==> config.mk <==
export PLATFORM = sky130hd
export DESIGN_NAME = gamepad_key_event_qualifier
export DESIGN_NICKNAME = d
export VERILOG_FILES = /design/src/rtl/core/gkeq_pkg.sv /design/src/rtl/core/gamepad_key_event_qualifier.sv
export SDC_FILE = /design/constraint.sdc
export NUM_CORES = 1
export LEC_CHECK = 0
export ABC_AREA = 1
export BUFFER_PORTS_ARGS = -buffer_cell sky130_fd_sc_hd__buf_2
export CORE_MARGIN = 1
export CORE_UTILIZATION = 40
export CTS_BUF_LIST = sky130_fd_sc_hd__clkbuf_4
export CTS_CLUSTER_SIZE = 40
export DETAILED_ROUTE_END_ITERATION = 10
export RECOVER_POWER = 25
export SLEW_MARGIN = 20
export SYNTH_ARGS = -nofsm -noshare
export SYNTH_HDL_FRONTEND = slang
export SYNTH_SLANG_ARGS = --single-unit
==> constraint.sdc <==
create_clock -name clock -period 5.95 [get_ports clock]
set_clock_uncertainty 0.2 [all_clocks]
set_input_delay 1.19 -clock clock [delete_from_list [all_inputs] [get_ports clock]]
set_output_delay 1.19 -clock clock [all_outputs]
set_load 0.01 [all_outputs]
==> src/rtl/core/gkeq_pkg.sv <==
// ----------------------------------------------------------------------------
// gkeq_pkg
// Shared widths, register indexes, key codes and reset values for the
// gamepad key event qualifier.
// ----------------------------------------------------------------------------
package gkeq_pkg;

   localparam int BUTTON_COUNT = 7;
   localparam int AXIS_W       = 8;
   localparam int DZ_W         = 7;
   localparam int DELAY_W      = 10;
   localparam int TIMER_W      = 12;
   localparam int KEY_W        = 4;
   localparam int CSR_INDEX_W  = 2;
   localparam int CSR_DATA_W   = 10;
   // button edges, stick, D-pad X, D-pad Y
   localparam int EVENT_SLOTS  = BUTTON_COUNT + 3;
   localparam int STICK_SLOT   = BUTTON_COUNT;
   localparam int DPAD_X_SLOT  = BUTTON_COUNT + 1;
   localparam int DPAD_Y_SLOT  = BUTTON_COUNT + 2;

   typedef enum logic [CSR_INDEX_W-1:0] {
      CSR_DEAD_ZONE         = 2'd0,
      CSR_TRIGGER_DEAD_ZONE = 2'd1,
      CSR_REPEAT_DELAY      = 2'd2
   } csr_index_type;

   localparam logic [KEY_W-1:0] KEY_NONE  = 4'd0;
   localparam logic [KEY_W-1:0] KEY_UP    = 4'd7;
   localparam logic [KEY_W-1:0] KEY_DOWN  = 4'd8;
   localparam logic [KEY_W-1:0] KEY_RIGHT = 4'd9;
   localparam logic [KEY_W-1:0] KEY_LEFT  = 4'd10;

   localparam logic [DZ_W-1:0]    DEAD_ZONE_RST         = 7'd20;
   localparam logic [DZ_W-1:0]    TRIGGER_DEAD_ZONE_RST = 7'd5;
   localparam logic [DELAY_W-1:0] REPEAT_DELAY_RST      = 10'd200;

   localparam logic signed [TIMER_W-1:0] TIMER_FLOOR    = -12'sd2048;
   localparam logic signed [TIMER_W-1:0] TIMER_CENTERED = -12'sd1000;

   // Zero an axis whose magnitude is strictly below the dead zone.
   function automatic logic signed [AXIS_W-1:0] zone_axis(
      input logic signed [AXIS_W-1:0] v,
      input logic [DZ_W-1:0]          dz
   );
      logic signed [AXIS_W:0] ext;
      logic signed [AXIS_W:0] mag;
      begin
         ext = {v[AXIS_W-1], v};
         mag = ext[AXIS_W] ? -ext : ext;
         zone_axis = ($unsigned(mag) < {2'b00, dz}) ? '0 : v;
      end
   endfunction

endpackage

==> src/rtl/core/gamepad_key_event_qualifier.sv <==
// ----------------------------------------------------------------------------
// gamepad_key_event_qualifier
// Turns one gamepad poll into key press events plus dead-zoned held levels.
// ----------------------------------------------------------------------------
// Path: a poll passes through the input register, the event register and the
//   result register before its results are presented.
// Throughput: one result per cycle unless rsp_stall; a poll yields 1 to 10
//   results, the next poll entering the event register as its last one leaves.
// Reset: synchronous; restores register defaults, arms all buttons, stick and
//   D-pad axes, clears the repeat timer and held levels. No clearing pass.
module gamepad_key_event_qualifier (
   input  logic                                 clock,
   input  logic                                 reset,
   // poll channel
   input  logic                                 req_valid,
   output logic                                 req_stall,
   input  logic                                 req_connected,
   input  logic [gkeq_pkg::BUTTON_COUNT-1:0]    req_buttons,
   input  logic signed [gkeq_pkg::AXIS_W-1:0]   req_stick_x,
   input  logic signed [gkeq_pkg::AXIS_W-1:0]   req_stick_y,
   input  logic signed [gkeq_pkg::AXIS_W-1:0]   req_dpad_x,
   input  logic signed [gkeq_pkg::AXIS_W-1:0]   req_dpad_y,
   input  logic signed [gkeq_pkg::AXIS_W-1:0]   req_trigger,
   input  logic [gkeq_pkg::DELAY_W-1:0]         req_elapsed_ms,
   // result channel
   output logic                                 rsp_valid,
   input  logic                                 rsp_stall,
   output logic                                 rsp_event_valid,
   output logic [gkeq_pkg::KEY_W-1:0]           rsp_key_code,
   output logic                                 rsp_last,
   output logic signed [gkeq_pkg::AXIS_W-1:0]   rsp_stick_x_level,
   output logic signed [gkeq_pkg::AXIS_W-1:0]   rsp_trigger_level,
   output logic                                 rsp_button_a_level,
   // register write channel
   input  logic                                 csr_valid,
   output logic                                 csr_ready,
   input  logic [gkeq_pkg::CSR_INDEX_W-1:0]     csr_index,
   input  logic [gkeq_pkg::CSR_DATA_W-1:0]      csr_wdata
);

   localparam int NB = gkeq_pkg::BUTTON_COUNT;
   localparam int AW = gkeq_pkg::AXIS_W;
   localparam int NS = gkeq_pkg::EVENT_SLOTS;
   localparam int TW = gkeq_pkg::TIMER_W;
   localparam int KW = gkeq_pkg::KEY_W;

   // ---------------- configuration registers ----------------
   logic [gkeq_pkg::DZ_W-1:0]    dead_zone_ff;
   logic [gkeq_pkg::DZ_W-1:0]    trig_dead_zone_ff;
   logic [gkeq_pkg::DELAY_W-1:0] repeat_delay_ff;

   assign csr_ready = 1'b1;

   always_ff @(posedge clock) begin
      if (reset) begin
         dead_zone_ff      <= gkeq_pkg::DEAD_ZONE_RST;
         trig_dead_zone_ff <= gkeq_pkg::TRIGGER_DEAD_ZONE_RST;
         repeat_delay_ff   <= gkeq_pkg::REPEAT_DELAY_RST;
      end else if (csr_valid && csr_ready) begin
         unique case (gkeq_pkg::csr_index_type'(csr_index))
            gkeq_pkg::CSR_DEAD_ZONE: begin
               dead_zone_ff <= csr_wdata[gkeq_pkg::DZ_W-1:0];
            end
            gkeq_pkg::CSR_TRIGGER_DEAD_ZONE: begin
               trig_dead_zone_ff <= csr_wdata[gkeq_pkg::DZ_W-1:0];
            end
            gkeq_pkg::CSR_REPEAT_DELAY: begin
               repeat_delay_ff <= csr_wdata[gkeq_pkg::DELAY_W-1:0];
            end
            default: begin
               // unmapped index: drop the write
            end
         endcase
      end
   end

   // ---------------- input register ----------------
   logic                            in_valid_ff;
   logic                            in_conn_ff;
   logic [NB-1:0]                   in_btn_ff;
   logic signed [AW-1:0]            in_sx_ff;
   logic signed [AW-1:0]            in_sy_ff;
   logic signed [AW-1:0]            in_dx_ff;
   logic signed [AW-1:0]            in_dy_ff;
   logic signed [AW-1:0]            in_tr_ff;
   logic [gkeq_pkg::DELAY_W-1:0]    in_el_ff;

   logic in_load;
   logic pend_load;

   assign in_load   = !in_valid_ff || pend_load;
   assign req_stall = !in_load;

   always_ff @(posedge clock) begin
      if (reset) begin
         in_valid_ff <= 1'b0;
      end else if (in_load) begin
         in_valid_ff <= req_valid;
      end
   end

   always_ff @(posedge clock) begin
      if (in_load && req_valid) begin
         in_conn_ff <= req_connected;
         in_btn_ff  <= req_buttons;
         in_sx_ff   <= req_stick_x;
         in_sy_ff   <= req_stick_y;
         in_dx_ff   <= req_dpad_x;
         in_dy_ff   <= req_dpad_y;
         in_tr_ff   <= req_trigger;
         in_el_ff   <= req_elapsed_ms;
      end
   end

   // ---------------- qualifier state ----------------
   logic [NB-1:0]           button_armed_ff;
   logic                    stick_armed_ff;
   logic signed [TW-1:0]    timer_ff;
   logic                    dpad_x_armed_ff;
   logic                    dpad_y_armed_ff;
   logic signed [AW-1:0]    held_sx_ff;
   logic signed [AW-1:0]    held_tl_ff;
   logic                    held_a_ff;

   logic [NB-1:0]           button_armed_in;
   logic                    stick_armed_in;
   logic signed [TW-1:0]    timer_in;
   logic                    dpad_x_armed_in;
   logic                    dpad_y_armed_in;
   logic signed [AW-1:0]    held_sx_in;
   logic signed [AW-1:0]    held_tl_in;
   logic                    held_a_in;

   // event set computed for the poll in the input register
   logic [NS-1:0]           new_mask;
   logic [KW-1:0]           new_stick_code;
   logic [KW-1:0]           new_dx_code;
   logic [KW-1:0]           new_dy_code;

   logic signed [AW-1:0]    sx_z;
   logic signed [AW-1:0]    dx_z;
   logic signed [AW-1:0]    dy_z;
   logic signed [AW-1:0]    tr_z;
   logic signed [AW:0]      sx9;
   logic signed [AW:0]      sy9;
   logic signed [AW:0]      tl9;
   logic signed [AW:0]      dz9;
   logic signed [TW:0]      t13;
   logic signed [TW-1:0]    t_dec;
   logic                    go;
   logic                    st_up;
   logic                    st_down;
   logic                    st_right;
   logic                    st_left;
   logic                    st_center;
   logic [NB-1:0]           btn_fire;

   always_comb begin
      sx_z = gkeq_pkg::zone_axis(in_sx_ff, dead_zone_ff);
      dx_z = gkeq_pkg::zone_axis(in_dx_ff, dead_zone_ff);
      dy_z = gkeq_pkg::zone_axis(in_dy_ff, dead_zone_ff);
      tr_z = gkeq_pkg::zone_axis(in_tr_ff, trig_dead_zone_ff);

      sx9 = {sx_z[AW-1], sx_z};
      sy9 = {in_sy_ff[AW-1], in_sy_ff};
      dz9 = $signed({2'b00, dead_zone_ff});

      // invert trigger, saturate the single overflow case
      tl9 = -$signed({tr_z[AW-1], tr_z});
      held_tl_in = (tl9 > $signed((AW+1)'(127))) ? AW'(127) : tl9[AW-1:0];
      held_sx_in = sx_z;
      held_a_in  = in_btn_ff[0];

      // advance the repeat timer, clamp at the floor
      t13   = {timer_ff[TW-1], timer_ff} - $signed({3'b000, in_el_ff});
      t_dec = (t13 < $signed({gkeq_pkg::TIMER_FLOOR[TW-1], gkeq_pkg::TIMER_FLOOR}))
              ? gkeq_pkg::TIMER_FLOOR : t13[TW-1:0];

      btn_fire        = in_btn_ff & button_armed_ff;
      button_armed_in = ~in_btn_ff;

      go        = stick_armed_ff || t_dec[TW-1];
      st_up     = sy9 < -dz9;
      st_down   = sy9 > dz9;
      st_right  = sx9 > dz9;
      st_left   = sx9 < -dz9;
      st_center = (sx9 > -dz9) && (sx9 < dz9) && (sy9 > -dz9) && (sy9 < dz9);

      new_stick_code = gkeq_pkg::KEY_LEFT;
      priority if (st_up) begin
         new_stick_code = gkeq_pkg::KEY_UP;
      end else if (st_down) begin
         new_stick_code = gkeq_pkg::KEY_DOWN;
      end else if (st_right) begin
         new_stick_code = gkeq_pkg::KEY_RIGHT;
      end else begin
         new_stick_code = gkeq_pkg::KEY_LEFT;
      end

      new_mask = '0;
      new_mask[NB-1:0] = btn_fire;
      stick_armed_in = stick_armed_ff;
      timer_in       = t_dec;
      if (go && (st_up || st_down || st_right || st_left)) begin
         new_mask[gkeq_pkg::STICK_SLOT] = 1'b1;
         stick_armed_in = 1'b0;
         timer_in       = $signed({2'b00, repeat_delay_ff});
      end else if (st_center) begin
         stick_armed_in = 1'b1;
         timer_in       = gkeq_pkg::TIMER_CENTERED;
      end

      new_dx_code = dx_z[AW-1] ? gkeq_pkg::KEY_LEFT : gkeq_pkg::KEY_RIGHT;
      new_dy_code = dy_z[AW-1] ? gkeq_pkg::KEY_DOWN : gkeq_pkg::KEY_UP;
      new_mask[gkeq_pkg::DPAD_X_SLOT] = (dx_z != '0) && dpad_x_armed_ff;
      new_mask[gkeq_pkg::DPAD_Y_SLOT] = (dy_z != '0) && dpad_y_armed_ff;
      dpad_x_armed_in = (dx_z == '0) ? 1'b1
                        : (dpad_x_armed_ff && !new_mask[gkeq_pkg::DPAD_X_SLOT]);
      dpad_y_armed_in = (dy_z == '0) ? 1'b1
                        : (dpad_y_armed_ff && !new_mask[gkeq_pkg::DPAD_Y_SLOT]);

      // a disconnected pad reports no key events
      if (!in_conn_ff) begin
         new_mask = '0;
      end
   end

   always_ff @(posedge clock) begin
      if (reset) begin
         button_armed_ff <= '1;
         stick_armed_ff  <= 1'b1;
         timer_ff        <= '0;
         dpad_x_armed_ff <= 1'b1;
         dpad_y_armed_ff <= 1'b1;
         held_sx_ff      <= '0;
         held_tl_ff      <= '0;
         held_a_ff       <= 1'b0;
      end else if (pend_load && in_conn_ff) begin
         button_armed_ff <= button_armed_in;
         stick_armed_ff  <= stick_armed_in;
         timer_ff        <= timer_in;
         dpad_x_armed_ff <= dpad_x_armed_in;
         dpad_y_armed_ff <= dpad_y_armed_in;
         held_sx_ff      <= held_sx_in;
         held_tl_ff      <= held_tl_in;
         held_a_ff       <= held_a_in;
      end
   end

   // ---------------- pending event register ----------------
   logic                    pend_valid_ff;
   logic [NS-1:0]           pend_mask_ff;
   logic [KW-1:0]           pend_stick_code_ff;
   logic [KW-1:0]           pend_dx_code_ff;
   logic [KW-1:0]           pend_dy_code_ff;
   logic signed [AW-1:0]    pend_sx_ff;
   logic signed [AW-1:0]    pend_tl_ff;
   logic                    pend_a_ff;

   logic                    out_load;
   logic [NS-1:0]           sel_oh;
   logic [NS-1:0]           rest_mask;
   logic [KW-1:0]           sel_code;
   logic                    pend_done;

   always_comb begin
      // isolate the earliest pending event
      sel_oh    = pend_mask_ff & (~pend_mask_ff + NS'(1));
      rest_mask = pend_mask_ff & ~sel_oh;
      sel_code  = gkeq_pkg::KEY_NONE;
      for (int i = 0; i < NB; i++) begin
         if (sel_oh[i]) begin
            sel_code = KW'(i);
         end
      end
      if (sel_oh[gkeq_pkg::STICK_SLOT]) begin
         sel_code = pend_stick_code_ff;
      end
      if (sel_oh[gkeq_pkg::DPAD_X_SLOT]) begin
         sel_code = pend_dx_code_ff;
      end
      if (sel_oh[gkeq_pkg::DPAD_Y_SLOT]) begin
         sel_code = pend_dy_code_ff;
      end
   end

   assign out_load  = !rsp_valid || !rsp_stall;
   assign pend_done = pend_valid_ff && out_load && (rest_mask == '0);
   assign pend_load = in_valid_ff && (!pend_valid_ff || pend_done);

   always_ff @(posedge clock) begin
      if (reset) begin
         pend_valid_ff <= 1'b0;
         pend_mask_ff  <= '0;
      end else if (pend_load) begin
         pend_valid_ff <= 1'b1;
         pend_mask_ff  <= new_mask;
      end else if (pend_valid_ff && out_load) begin
         pend_valid_ff <= (rest_mask != '0);
         pend_mask_ff  <= rest_mask;
      end
   end

   always_ff @(posedge clock) begin
      if (pend_load) begin
         pend_stick_code_ff <= new_stick_code;
         pend_dx_code_ff    <= new_dx_code;
         pend_dy_code_ff    <= new_dy_code;
         pend_sx_ff         <= in_conn_ff ? held_sx_in : held_sx_ff;
         pend_tl_ff         <= in_conn_ff ? held_tl_in : held_tl_ff;
         pend_a_ff          <= in_conn_ff ? held_a_in  : held_a_ff;
      end
   end

   // ---------------- result register ----------------
   logic                    rsp_valid_ff;
   logic                    rsp_event_valid_ff;
   logic [KW-1:0]           rsp_key_code_ff;
   logic                    rsp_last_ff;
   logic signed [AW-1:0]    rsp_sx_ff;
   logic signed [AW-1:0]    rsp_tl_ff;
   logic                    rsp_a_ff;

   always_ff @(posedge clock) begin
      if (reset) begin
         rsp_valid_ff <= 1'b0;
      end else if (out_load) begin
         rsp_valid_ff <= pend_valid_ff;
      end
   end

   always_ff @(posedge clock) begin
      if (out_load && pend_valid_ff) begin
         rsp_event_valid_ff <= (pend_mask_ff != '0);
         rsp_key_code_ff    <= sel_code;
         rsp_last_ff        <= (rest_mask == '0);
         rsp_sx_ff          <= pend_sx_ff;
         rsp_tl_ff          <= pend_tl_ff;
         rsp_a_ff           <= pend_a_ff;
      end
   end

   assign rsp_valid          = rsp_valid_ff;
   assign rsp_event_valid    = rsp_event_valid_ff;
   assign rsp_key_code       = rsp_key_code_ff;
   assign rsp_last           = rsp_last_ff;
   assign rsp_stick_x_level  = rsp_sx_ff;
   assign rsp_trigger_level  = rsp_tl_ff;
   assign rsp_button_a_level = rsp_a_ff;

   // ---------------- assertions ----------------
   a_no_event_is_last: assert property (@(posedge clock) disable iff (reset)
      rsp_valid && !rsp_event_valid |-> rsp_last && (rsp_key_code == gkeq_pkg::KEY_NONE))
      else $error("no-event result must be last with key code zero");

   a_pend_not_overwritten: assert property (@(posedge clock) disable iff (reset)
      pend_load |-> !pend_valid_ff || (out_load && rest_mask == '0))
      else $error("pending events overwritten before drained");

   a_disconnected_holds_state: assert property (@(posedge clock) disable iff (reset)
      pend_load && !in_conn_ff |=> $stable(button_armed_ff) && $stable(timer_ff)
         && $stable(stick_armed_ff))
      else $error("disconnected poll changed qualifier state");

   a_stick_event_disarms: assert property (@(posedge clock) disable iff (reset)
      pend_load && new_mask[gkeq_pkg::STICK_SLOT] |=> !stick_armed_ff)
      else $error("stick event left the stick armed");

endmodule

-- Word level (Yosys, flattened, before mapping)
Cells that the tools add are included.
- output and inout bits: 26
- register bits after elaboration: 186
- muxes and demuxes: 38
- bitwise gates (word level): 6
- eq/ne operators: 2
- add/sub/neg operators: 8
- reductions and logical operators: 41
- magnitude comparators: 14
- operators with widths (cell ; count):
    $mux W8 ; 7
    $neg A8 Y9 ; 5
    $lt A9 B7 Y1 ; 4
    $mux W12 ; 3
    $mux W4 ; 9
    $mux W9 ; 4
    $mux W10 ; 3
    $and A10 B10 Y10 ; 2
    $not A10 Y10 ; 2
    $reduce_bool A10 Y1 ; 2
    $gt A8 B9 Y1 ; 2
    $lt A8 B9 Y1 ; 2
    $gt A8 B8 Y1 ; 2
    $logic_not A8 Y1 ; 2
    $lt A8 B8 Y1 ; 2
    $reduce_bool A8 Y1 ; 2
    $logic_and A1 B1 Y1 ; 13
    $lt A13 B12 Y1 const B ; 1
    $sub A12 B11 Y13 ; 1
    $add A10 B1 Y10 const B ; 1
    $logic_not A10 Y1 ; 1
    $gt A9 B8 Y1 const B ; 1
    $mux W1 ; 9
    $neg A7 Y9 ; 1
    10 further kinds ; 28

-- Depth between registers and ports, before layout
Gate-level depths: netlist of the first run.
- depth in word-level cells: 12
- depth in mapped cells: 30

-- Worst setup path after synthesis of the first run
No wires, ideal clock.
- path kind: reg2reg
- from: register in_sx_ff[0]
- to: register timer_ff[1]
- path slack: 1921 ps
- stages on the path, launching flop included: 27
- data arrival time: 3719 ps
- data required time: 5640 ps
- cells stage by stage: edfxtp_1 -> inv_1 -> ha_1 -> inv_1 -> nor3_1 -> nand3_1 -> nand2_1 -> xor2_1 -> ha_1 -> a21oi_1 -> a21boi_0 -> nand3_1 -> nand2_1 -> inv_1 -> ha_1 -> a21oi_1 -> o21a_1 -> nand3_1 -> xnor2_1 -> nand3_1 -> nor2_1 -> nand2_1 -> and2_1 -> nand3_1 -> nand3_1 -> nand2_1 -> inv_1
- word-level cells in the longest chain between the ends: 10
- elaborated cells on any way between the ends: 16
- classes of those cells: add/sub (1); order compare (5); mux (4); reduce/logical (6)
- ends and longest elaborated chain (element ; RTL line ; RTL):
    start: declaration ; gamepad_key_event_qualifier.sv:81 ; logic signed [AW-1:0] in_sx_ff;
    start signal: assignment ; gamepad_key_event_qualifier.sv:106 ; in_sx_ff <= req_stick_x;
    $neg A8 Y9 ; gkeq_pkg.sv:50 ; mag = ext[AXIS_W] ? -ext : ext;
    $mux W9 * ; gkeq_pkg.sv:50 ;
    $lt A9 B7 Y1 * ; gkeq_pkg.sv:51 ; zone_axis = ($unsigned(mag) < {2'b00, dz}) ? '0 : v;
    $mux W8 * ; gkeq_pkg.sv:51 ;
    named net held_sx_in[7] ; gamepad_key_event_qualifier.sv:130 ; logic signed [AW-1:0] held_sx_in;
    $gt A8 B9 Y1 or $lt A8 B8 Y1 (tied branches) ; gamepad_key_event_qualifier.sv:187 ; st_center = (sx9 > -dz9) && (sx9 < dz9) && (sy9 > -dz9) && (sy9 < dz9);
    $logic_and A1 B1 Y1 (3 in series) ; gamepad_key_event_qualifier.sv:187 ;
    $mux W12 ; gamepad_key_event_qualifier.sv:208 ; end else if (st_center) begin
    $mux W12 * ; gamepad_key_event_qualifier.sv:204 ; if (go && (st_up || st_down || st_right || st_left)) begin
    end signal: assignment ; gamepad_key_event_qualifier.sv:241 ; timer_ff <= timer_in;
    end: declaration ; gamepad_key_event_qualifier.sv:118 ; logic signed [TW-1:0] timer_ff;
The timed path passes the listed nets; every way through them passes the cells marked *.
A chain may end at the register's enable or synchronous reset.

-- Worst setup path in the final report of the first run
- from: register in_sx_ff[1]
- to: register timer_ff[0]
Same word-level chain as after synthesis.

==> results of run 1 <==
## routing by layer
layer  vias to the layer above  GRT usage [%]
met3                        20          3.744
met5                         -              0
met4                         0          5.178
li1                       3913              -
met1                      3438          26.15
met2                       182          28.53
## worst reg2reg max path: stages (launching register included)
cell and delay [ps]:
edfxtp_1 410, inv_1 110, ha_1 150, inv_1 50, nor3_1 210, nand3_1 120
nand2_1 90, xor2_1 150, ha_1 260, a21oi_1 140, a21boi_0 190, nand3_1 160
nand2_1 260, inv_1 110, ha_1 370, nand2_1 90, nor2_1 120, nand3_1 90
nand3_1 100, xnor2_1 140, nand3_1 90, nor2_1 340, nand2_1 230, and2_1 190
nand3_1 70, nand3_1 80, nand2_1 60, inv_1 40
## cell families (layout without fill, tap and decap cells)
group	after synthesis	after routing	share of synthesized area [%]
simple gates	420	420	19.02
compound gates	207	207	11.98
buf+inv	188	291	7.918
flops	182	182	48.81
fa+ha+maj	72	72	9.424
xor+xnor	31	31	2.817
other cells	1	3	0.03890
## through the flow
step                      instance area [um^2]  instances  util [%]
after floorplan                           9639       1101         -
after detailed placement                 10380       1491     44.10
after global routing                     10630       1525     45.16
after CTS                                10640       1523     45.20
final                                    10630       1525     45.16
after global placement                   10380       1491     44.10
## layout make-up
type / instances / area share [%]
clock buffer: 18 / 1.271
sequential: 182 / 44.25
multi-input combinational: 731 / 39.17
tap: 319 / 3.754
clock inverter: 14 / 1.153
antenna: 2 / 0.04708
timing repair buffer: 102 / 4.813
inverter: 157 / 5.543
## Yosys cell counts (all sizes together)
| cell type | instances |
|---|---|
| o211ai | 19 |
| edfxtp | 106 |
| o21ai | 68 |
| nand4 | 23 |
| inv | 152 |
| nor2 | 55 |
| a21oi | 90 |
| xnor2 | 5 |
| clkbuf | 19 |
| o221ai | 1 |
| or2 | 1 |
| o21a | 8 |
| and2 | 4 |
| a211oi | 2 |
| nand3b | 2 |
| a31oi | 8 |
| nor4 | 4 |
| fa | 1 |
| conb | 1 |
| nand3 | 77 |
| o21bai | 1 |
| nand2 | 236 |
| clkinv | 5 |
| buf | 12 |
| a21boi | 2 |
| nor3 | 18 |
| ha | 71 |
| o31ai | 4 |
| dfxtp | 76 |
| xor2 | 26 |
| o311ai | 1 |
| a21o | 3 |
## power by group through the flow
stage	logic, W	clock network [W]	registers (W)
floorplan	0.000428	0	0.00151
global placement	0.000572	0	0.00152
detailed placement	0.000584	0	0.00152
CTS	0.000587	0.000690	0.00149
global route	0.000674	0.000737	0.00150
finish	0.000580	0.000661	0.00149
## final timing paths
| kind | cells after the start | endpoint |
|---|---|---|
| setup / recovery | 27 | timer_ff[0]$_SDFFE_PP0P_ |
| hold / removal | 0 | rsp_stick_x_level[6]$_DFFE_PP_ |
| setup reg to reg | 27 | timer_ff[0]$_SDFFE_PP0P_ |
| hold reg to reg | 0 | rsp_stick_x_level[6]$_DFFE_PP_ |
## registers in the layout (all words and copies together), names as in the netlist, 4 cells and up
name,flops
timer_ff,12
in_el_ff,10
pend_mask_ff,10
repeat_delay_ff,10
held_sx_ff,8
held_tl_ff,8
in_dx_ff,8
in_dy_ff,8
in_sx_ff,8
in_sy_ff,8
in_tr_ff,8
pend_sx_ff,8
pend_tl_ff,8
rsp_stick_x_level,8
rsp_trigger_level,8
button_armed_ff,7
dead_zone_ff,7
in_btn_ff,7
trig_dead_zone_ff,7
pend_stick_code_ff,4
rsp_key_code,4
==> impl_metrics.toml, run 1 <==
[routing]
firstDrtPassIters = 5
viasPerCell = 4.953
met3_length_mm = 1.059
top_layer = "met4"
drc = 0
num_vias = 7553
wl_mm = 21.68
wl_met2_mm = 9.575
ant_nets = 0
wl_per_cell_um = 14.21
wl_met1_mm = 10.75
drtIter0Drc = 511

[synth]
synth_top_area_cell = "edfxtp_1"
yosysSeqAreaShare_pct = 48.81
syn_avg_cell_area_um2 = 8.755
yosys-top-cells-area = "edfxtp_1, dfxtp_1, ha_1, nand2_1, inv_1"
synthDistinctLibCells = 43
ys_ff_latch = 182
syn_inst = 1101
synth_top_cell_area_share_pct = 33.02
ys_warn_count = 0
syn_nets = 1248
synth_area_um2 = 9639

[timing]
rsz0062_at_grt = "false"
slew_violations = 0
max_freq_mhz = 212.1
fin_ws_ps = 1234
worst_pin_slew_ps = 1035
fin_crit_ps = 4716
finalHoldViolCount = 0
period_share_pct = 79.26
fin_setup_tns_ps = 0
slew_headroom_pct = 30.94
whs_ps = 241.5
setup_viol = 0

[placement]
gp_congestion = 0.9108
place_hpwl_mm = 16.20
pre_cts_slack_ps = 1310
io_buffers = 99

[die]
dieHeight_um = 157.2
dieArea_um2 = 24720
core_area_um2 = 23540
ios = 101
die_w_um = 157.2
row_count = 56
start_util_pct = 40.94

[cells_and_area]
ff_latch_area_um2 = 4705
multi_input_area_um2 = 4164
area_delta_synth_final_pct = 10.29
drive_gt1_share_pct = 11.71
layout_commonest_cell = "nand2_1"
fillers = 2376
mostFrequentLayoutCells = "nand2_1, inv_1, edfxtp_1"
final_nets = 1338

[setup_path]
slowest_delay_ps = 410
crit_buf_inv = 4
crit_top_cell = "nand3_1"
crit_family = "simple AND/OR/NAND/NOR gates"
cp.arrival_ps = 5010
criticalPathCategory = "reg2reg"
reg2reg_slack_ps = 1230
r2r_start = "in_sx_ff[1]$_DFFE_PP_"
crit_path_start_kind = "flop"
critPathSlowestCell = "edfxtp_1"
crit_fanout = 8
required_ps = 6240
crit_path_end_kind = "flop"
setup.worst_path.start = "in_sx_ff[1]$_DFFE_PP_"

[pwr]
seqPwrFrac_pct = 54.5
p_leak_nw = 4.836
power_w = 0.002730
pwr-share-clk_pct = 24.2
p_sw_w = 0.0008755
power_density_nw_per_um2 = 256.8
p_int_w = 0.001855
ir_drop_mv = 0.1163
comb_power_share_pct = 21.3
switching_share_pct = 32.06

[cts]
max-clock-path-buffers = 2
clkLatencyLatePin_ps = 580
post_cts_buffers = 0
clk_pin_slew_worst_paths_ps = 150
numCtsBuffers = 17
ctsHoldBuffers = 0
numClockSinks = 182
ctsResizeCount = 0
cts_root_buf = "clkbuf_4"
cts.htree.levels = 4
cts_tree = "yes"

[grt]
antenna_found_initial = 1
grt_pass1_wl_mm = 35.17
grt_max_degree = 59
grt_pass1_vias = 6766
track_usage_pct = 18.50
gr-total-overflow = 0

[min_path]
hp-class = "reg2reg"
hold_start = "pend_sx_ff[6]$_DFFE_PP_"

[job]
drv_cap = 0

[status]
status = "finished, final reports clean"
(Power assumes the default switching activity.)
==> run 2: changes to the inputs <==
- ABC_AREA: 1 -> 0
- clock period: 5.95 -> 3.9 ns (I/O delays scaled with it)
==> run 2 against run 1 <==
  * The run now ends with setup timing left
  * Maximum frequency increased by 11%
  * Die area decreased by 3.0%
  * Via count decreased by 3.0%
  * Largest cell class is now multi-input gates
  * Highest routed layer unchanged
==> impl_metrics.toml, run 2 <==
[synth]
yosysSeqAreaShare_pct = 50.35
syn_avg_cell_area_um2 = 10.10
syn_nets = 1072
synth_top_cell_area_share_pct = 34.07
ys.flop_type = "edfxtp_1"
syn_inst = 925
synth_edf_count = 106
yosys-top-cells-count = "edfxtp_1, nor2_1, nand2_1"
ys_ff_latch = 182
synthDistinctLibCells = 62
async_flop_share_pct = 0
yosys-top-cells-area = "edfxtp_1, dfxtp_1, ha_1, nor2_1, nand2_1"
ys_warn_count = 0
synth_area_um2 = 9343
synth_top_area_cell = "edfxtp_1"
yosysMostFrequentCell = "edfxtp_1"

[die]
ios = 101
row_count = 55
core_area_um2 = 22780
dieArea_um2 = 23970
start_util_pct = 41.02
dieHeight_um = 154.8
die_w_um = 154.8

[routing]
met3_length_um = 960
wl_met1_mm = 10.91
num_vias = 7323
wl_mm = 21.99
firstDrtPassIters = 5
ant_nets = 0
wl_per_cell_um = 15.41
drc = 0
wl_met2_mm = 9.816
drtIter0Drc = 502
viasPerCell = 5.132
top_layer = "met4"

[setup_path]
reg2reg_slack_ps = -340
criticalPathCategory = "reg2reg"
crit_path_start_kind = "flop"
required_ps = 4180
crit_path_end_kind = "flop"
cp.arrival_ps = 4530
crit_fanout = 6

[cts]
numCtsBuffers = 17
cts_tree = "yes"
clkLatencyLatePin_ps = 570
max-clock-path-buffers = 2
cts_root_buf = "clkbuf_4"
numClockSinks = 182
cts.htree.levels = 4
clk_pin_slew_worst_paths_ps = 150

[pwr]
ir_drop_mv = 0.2128
power_density_nw_per_um2 = 358.6
p_leak_nw = 4.692

[timing]
finalHoldViolCount = 0
rsz0062_at_grt = "true"
fin_setup_tns_ps = -4025
fin_crit_ps = 4242
slew_violations = 0
period_share_pct = 108.8
worst_pin_slew_ps = 1003
fin_ws_ps = -342.3
setup_viol = 19
max_freq_mhz = 235.7
slew_headroom_pct = 33.13

[cells_and_area]
largest_register_ffs = 12
drive_gt1_share_pct = 29.32
layout_commonest_cell = "edfxtp_1"
mostFrequentLayoutCells = "edfxtp_1, buf_2, nor2_1, buf_4, nand2_1"
regMostFlops = "timer_ff"
area_delta_synth_final_pct = 25.16
final_nets = 1246
design_area_um2 = 11690

[grt]
grt_max_degree = 42
track_usage_pct = 18.68
grt_pass1_vias = 6852
gr-total-overflow = 0
grt_pass1_wl_mm = 35.00
antenna_found_initial = 2

[status]
failed_checks = "setup timing"
status = "finished with violations"

[placement]
place_hpwl_mm = 15.97
gp_congestion = 0.9248
placed_area_um2 = 10720
io_buffers = 99

[job]
drv_cap = 0

[min_path]
hp-class = "in2reg"
[run 2: cell types whose count changed after synthesis, sizes merged, moves of 13 or more]
cell and change:
o211ai -13, nor2b +13, nand2 -144, inv -95
o21ai -31, xor2 -23, a21oi -29, clkbuf +14
nor2 +46, nand3 -57, nand4 -19, xnor2 +28
[run 2: routing by layer]
layer	vias to the layer above	track usage (%)
met5	-	0
met1	3437	26.81
li1	3689	-
met3	22	3.670
met4	0	4.526
met2	175	28.83
[run 2: power by group]
group	internal [W]	switching, W	total (W)
registers	0.00214	0.0000643	0.00220
clock network	0.000405	0.000668	0.00107
logic	0.000442	0.000477	0.000919
[run 2: critical path, cell delays in order (launching register included)]
cell	delay [ps]
edfxtp_1	490
nor2_2	130
nand3_1	80
o21ai_1	160
xnor2_1	90
ha_1	320
a21o_1	200
a221oi_4	350
o21ai_4	130
and2_4	180
ha_4	280
nand2_4	70
nor4b_4	260
a21boi_2	180
o32a_1	170
o211ai_1	200
and2_4	260
nor2b_4	120
o41ai_1	290
[run 2: area by class of cell]
class / instances / area (um^2)
clock buffers: 19 / 142.6
clock inverters: 13 / 146.4
fillers: 2077 / 11080
multi-input cells: 646 / 4838
well taps: 313 / 391.6
inverters: 57 / 214.0
diodes: 2 / 5.005
flip-flops and latches: 182 / 4712
repair buffers: 195 / 1244
[run 2: final timing paths]
kind | from | to | cells after the start
worst min-delay path | req_dpad_y[3] | in_dy_ff[3]$_DFFE_PP_ | 1
worst max-delay path | in_sx_ff[3]$_DFFE_PP_ | timer_ff[3]$_SDFFE_PP0P_ | 18
worst max register to register | in_sx_ff[3]$_DFFE_PP_ | timer_ff[3]$_SDFFE_PP0P_ | 18
worst min register to register | pend_sx_ff[4]$_DFFE_PP_ | rsp_stick_x_level[4]$_DFFE_PP_ | 0
[run 2: logic make-up after synthesis]
group	share of synthesized area, %
and+or+nand+nor	15.17
AOI/OAI and AO/OA	15.32
DFF	50.35
buffers and inverters	4.152
adders and majority gates	9.723
xor gates and xnor gates	3.375
muxes	1.862
other	0.04014
[run 2: metrics by stage]
step | std cells | total power [W] | hold slack [ps] | setup WS [ps] | utilization, %
after floorplan | 925 | 0.002725 | 200.3 | -114.7 | -
after global placement | 1366 | 0.002987 | 205.3 | -293.0 | 47.05
after detailed placement | 1366 | 0.002998 | 204.5 | -387.7 | 47.05
after CTS | 1409 | 0.004141 | 112.1 | -290.1 | 49.62
after global routing | 1427 | 0.004421 | 87.02 | -572.8 | 51.34
final | 1427 | 0.004194 | 165.5 | -342.3 | 51.34
[run 2: what timing repair did]
action                     in CTS  in global routing
buffers inserted               10                 17
resized for setup              46                 46
setup endpoints to repair      27                 29
gates cloned                    1                  0
hold buffers                    0                  0
pin swaps                      32                 34
==> run 3: changes to the inputs <==
- clock period: 3.9 -> 4 ns (I/O delays scaled with it)
==> run 3 against run 2 <==
  * Sequential share of layout area up 0.77 points
  * Combinational power down 6.3%
  * Register-to-register slack better by 160 ps
  * Sequential power down 2%
  * Non-clock buffer count down 20
  * Power down 4.9%
  * Worst hold slack better by 14 ps
  * Via count down 1.1%
  * Critical path type unchanged
  * Sequential cell count unchanged
  * Maximum frequency up 1.4%
  * The flow still finishes with violations (setup timing)
  * Final cell count down 1.5%
  * Clock-buffer cell count down 1
==> impl_metrics.toml, run 3 (same netlist as run 2, synthesis figures left out) <==
[routing]
wl_per_cell_um = 15.40
drtIter0Drc = 408
drc = 0
num_vias = 7240
wl_mm = 21.64
ant_nets = 0
firstDrtPassIters = 5
viasPerCell = 5.153

[placement]
io_buffers = 99
place_hpwl_mm = 15.62
pre_cts_slack_ps = -429.8
gp_congestion = 0.9146

[setup_path]
crit_top_cell = "ha_1"
critPathSlowestCell = "edfxtp_1"
crit_fanout = 8
slowest_delay_ps = 450
crit_buf_inv = 1
path_cells = "nor2_2 > nand3_2 > o21ai_2 > xnor2_1 > ha_1 > a21o_1 > a221oi_2 > o21ai_4 > and2_1 > ha_1 > nand4_1 > nor3_2 > a41oi_1 > and4_2 > buf_4 > o21bai_1 > a22oi_1 > a21oi_1"
required_ps = 4240
crit_path_end_kind = "flop"
reg2reg_slack_ps = -180
criticalPathCategory = "reg2reg"
cp.arrival_ps = 4430
crit_path_start_kind = "flop"
crit_family = "compound AO/OA/AOI/OAI gates"

[cells_and_area]
mostFrequentLayoutCells = "edfxtp_1, buf_2, nor2_1"
area_delta_synth_final_pct = 22.78
largest_register_ffs = 12
final_nets = 1225
drive_gt1_share_pct = 27.77
layout_commonest_cell = "edfxtp_1"
regMostFlops = "timer_ff"

[cts]
clkLatencyLatePin_ps = 580
cts.htree.levels = 4
ctsHoldBuffers = 0
max-clock-path-buffers = 2
numClockSinks = 182
cts_tree = "yes"
cts_root_buf = "clkbuf_4"
clk_pin_slew_worst_paths_ps = 160
numCtsBuffers = 17

[grt]
grt_pass1_vias = 6765
track_usage_pct = 18.39
grt_max_degree = 44
gr-total-overflow = 0
antenna_found_initial = 1
grt_pass1_wl_mm = 34.67

[pwr]
p_leak_nw = 4.564
ir_drop_mv = 0.1906
power_w = 0.003990
power_density_nw_per_um2 = 347.8

[die]
ios = 101
die_w_um = 154.8
dieHeight_um = 154.8
row_count = 55
dieArea_um2 = 23970
start_util_pct = 41.02
core_area_um2 = 22780

[status]
status = "finished with violations"
failed_checks = "setup timing"

[timing]
slew_violations = 0
finalHoldViolCount = 0
worst_pin_slew_ps = 1013
slew_headroom_pct = 32.49
rsz0062_at_grt = "true"
fin_crit_ps = 4184
max_freq_mhz = 239.0
fin_ws_ps = -184.4
setup_viol = 19
period_share_pct = 104.6

[job]
drv_cap = 0

[min_path]
hp-class = "in2reg"
==> run 3: cell types whose count changed in the layout (fill, tap and decap cells not counted), moves of 2 or more <==
cell	change
buf_4	-20
nand3_1	-4
nand2_2	-3
and2_4	-2
clkinv_2	+2
nand3_2	+4
ha_1	-2
dfxtp_2	+2
nand2_1	+5
ha_2	+2
nand2_4	-2
and2_1	+2
==> run 3: what timing repair did <==
action                                  in CTS  in global routing
endpoints found under the hold margin        0                  0
buffers inserted                             8                 12
pin swaps                                   30                 32
endpoints found under the setup margin      27                 27
gates resized for setup                     37                 49
==> run 3: final cells by class <==
class	count	area, um^2
clock buffer	18	135.1
sequential	182	4711
clock inverter	14	127.6
inverter	57	216.5
multi-input combinational	645	4792
fill	2098	11310
antenna	1	2.502
timing repair buffer	175	1095
tap	313	391.6
==> run 3: metal layers <==
metal	track usage, %	vias up	share of wire (%)
met3	3.839	20	4.6
li1	-	3645	-
met2	28.44	184	45
met5	0	-	0
met1	26.13	3391	49
met4	4.715	0	1.1
==> run 3: report_power, final <==
group,internal (W),switching (W)
registers,0.00208,0.0000615
logic,0.000405,0.000455
clock network,0.000326,0.000658
total,0.00281,0.00118
==> run 3: metrics by stage <==
stage / std cells / utilization, % / hold WS, ps / setup TNS, ps / instance area [um^2]
2_1_floorplan: 925 / - / 200.3 / -58.20 / 9465
3_3_place_gp: 1352 / 46.60 / 203.8 / -2933 / 10620
3_5_place_dp: 1352 / 46.60 / 204.5 / -4925 / 10620
4_1_cts: 1392 / 48.74 / 127.2 / -1662 / 11100
5_1_grt: 1405 / 50.36 / 105.2 / -7835 / 11470
6_report: 1405 / 50.36 / 179.9 / -1871 / 11470
==> run 3: path summary, 6_finish.rpt <==
check / endpoint / from / depth (start not counted)
min: in_dy_ff[3]$_DFFE_PP_ / req_dpad_y[3] / 1
max: timer_ff[10]$_SDFFE_PP0P_ / in_sx_ff[3]$_DFFE_PP_ / 18
min reg2reg: rsp_stick_x_level[4]$_DFFE_PP_ / pend_sx_ff[4]$_DFFE_PP_ / 0
max reg2reg: timer_ff[10]$_SDFFE_PP0P_ / in_sx_ff[3]$_DFFE_PP_ / 18
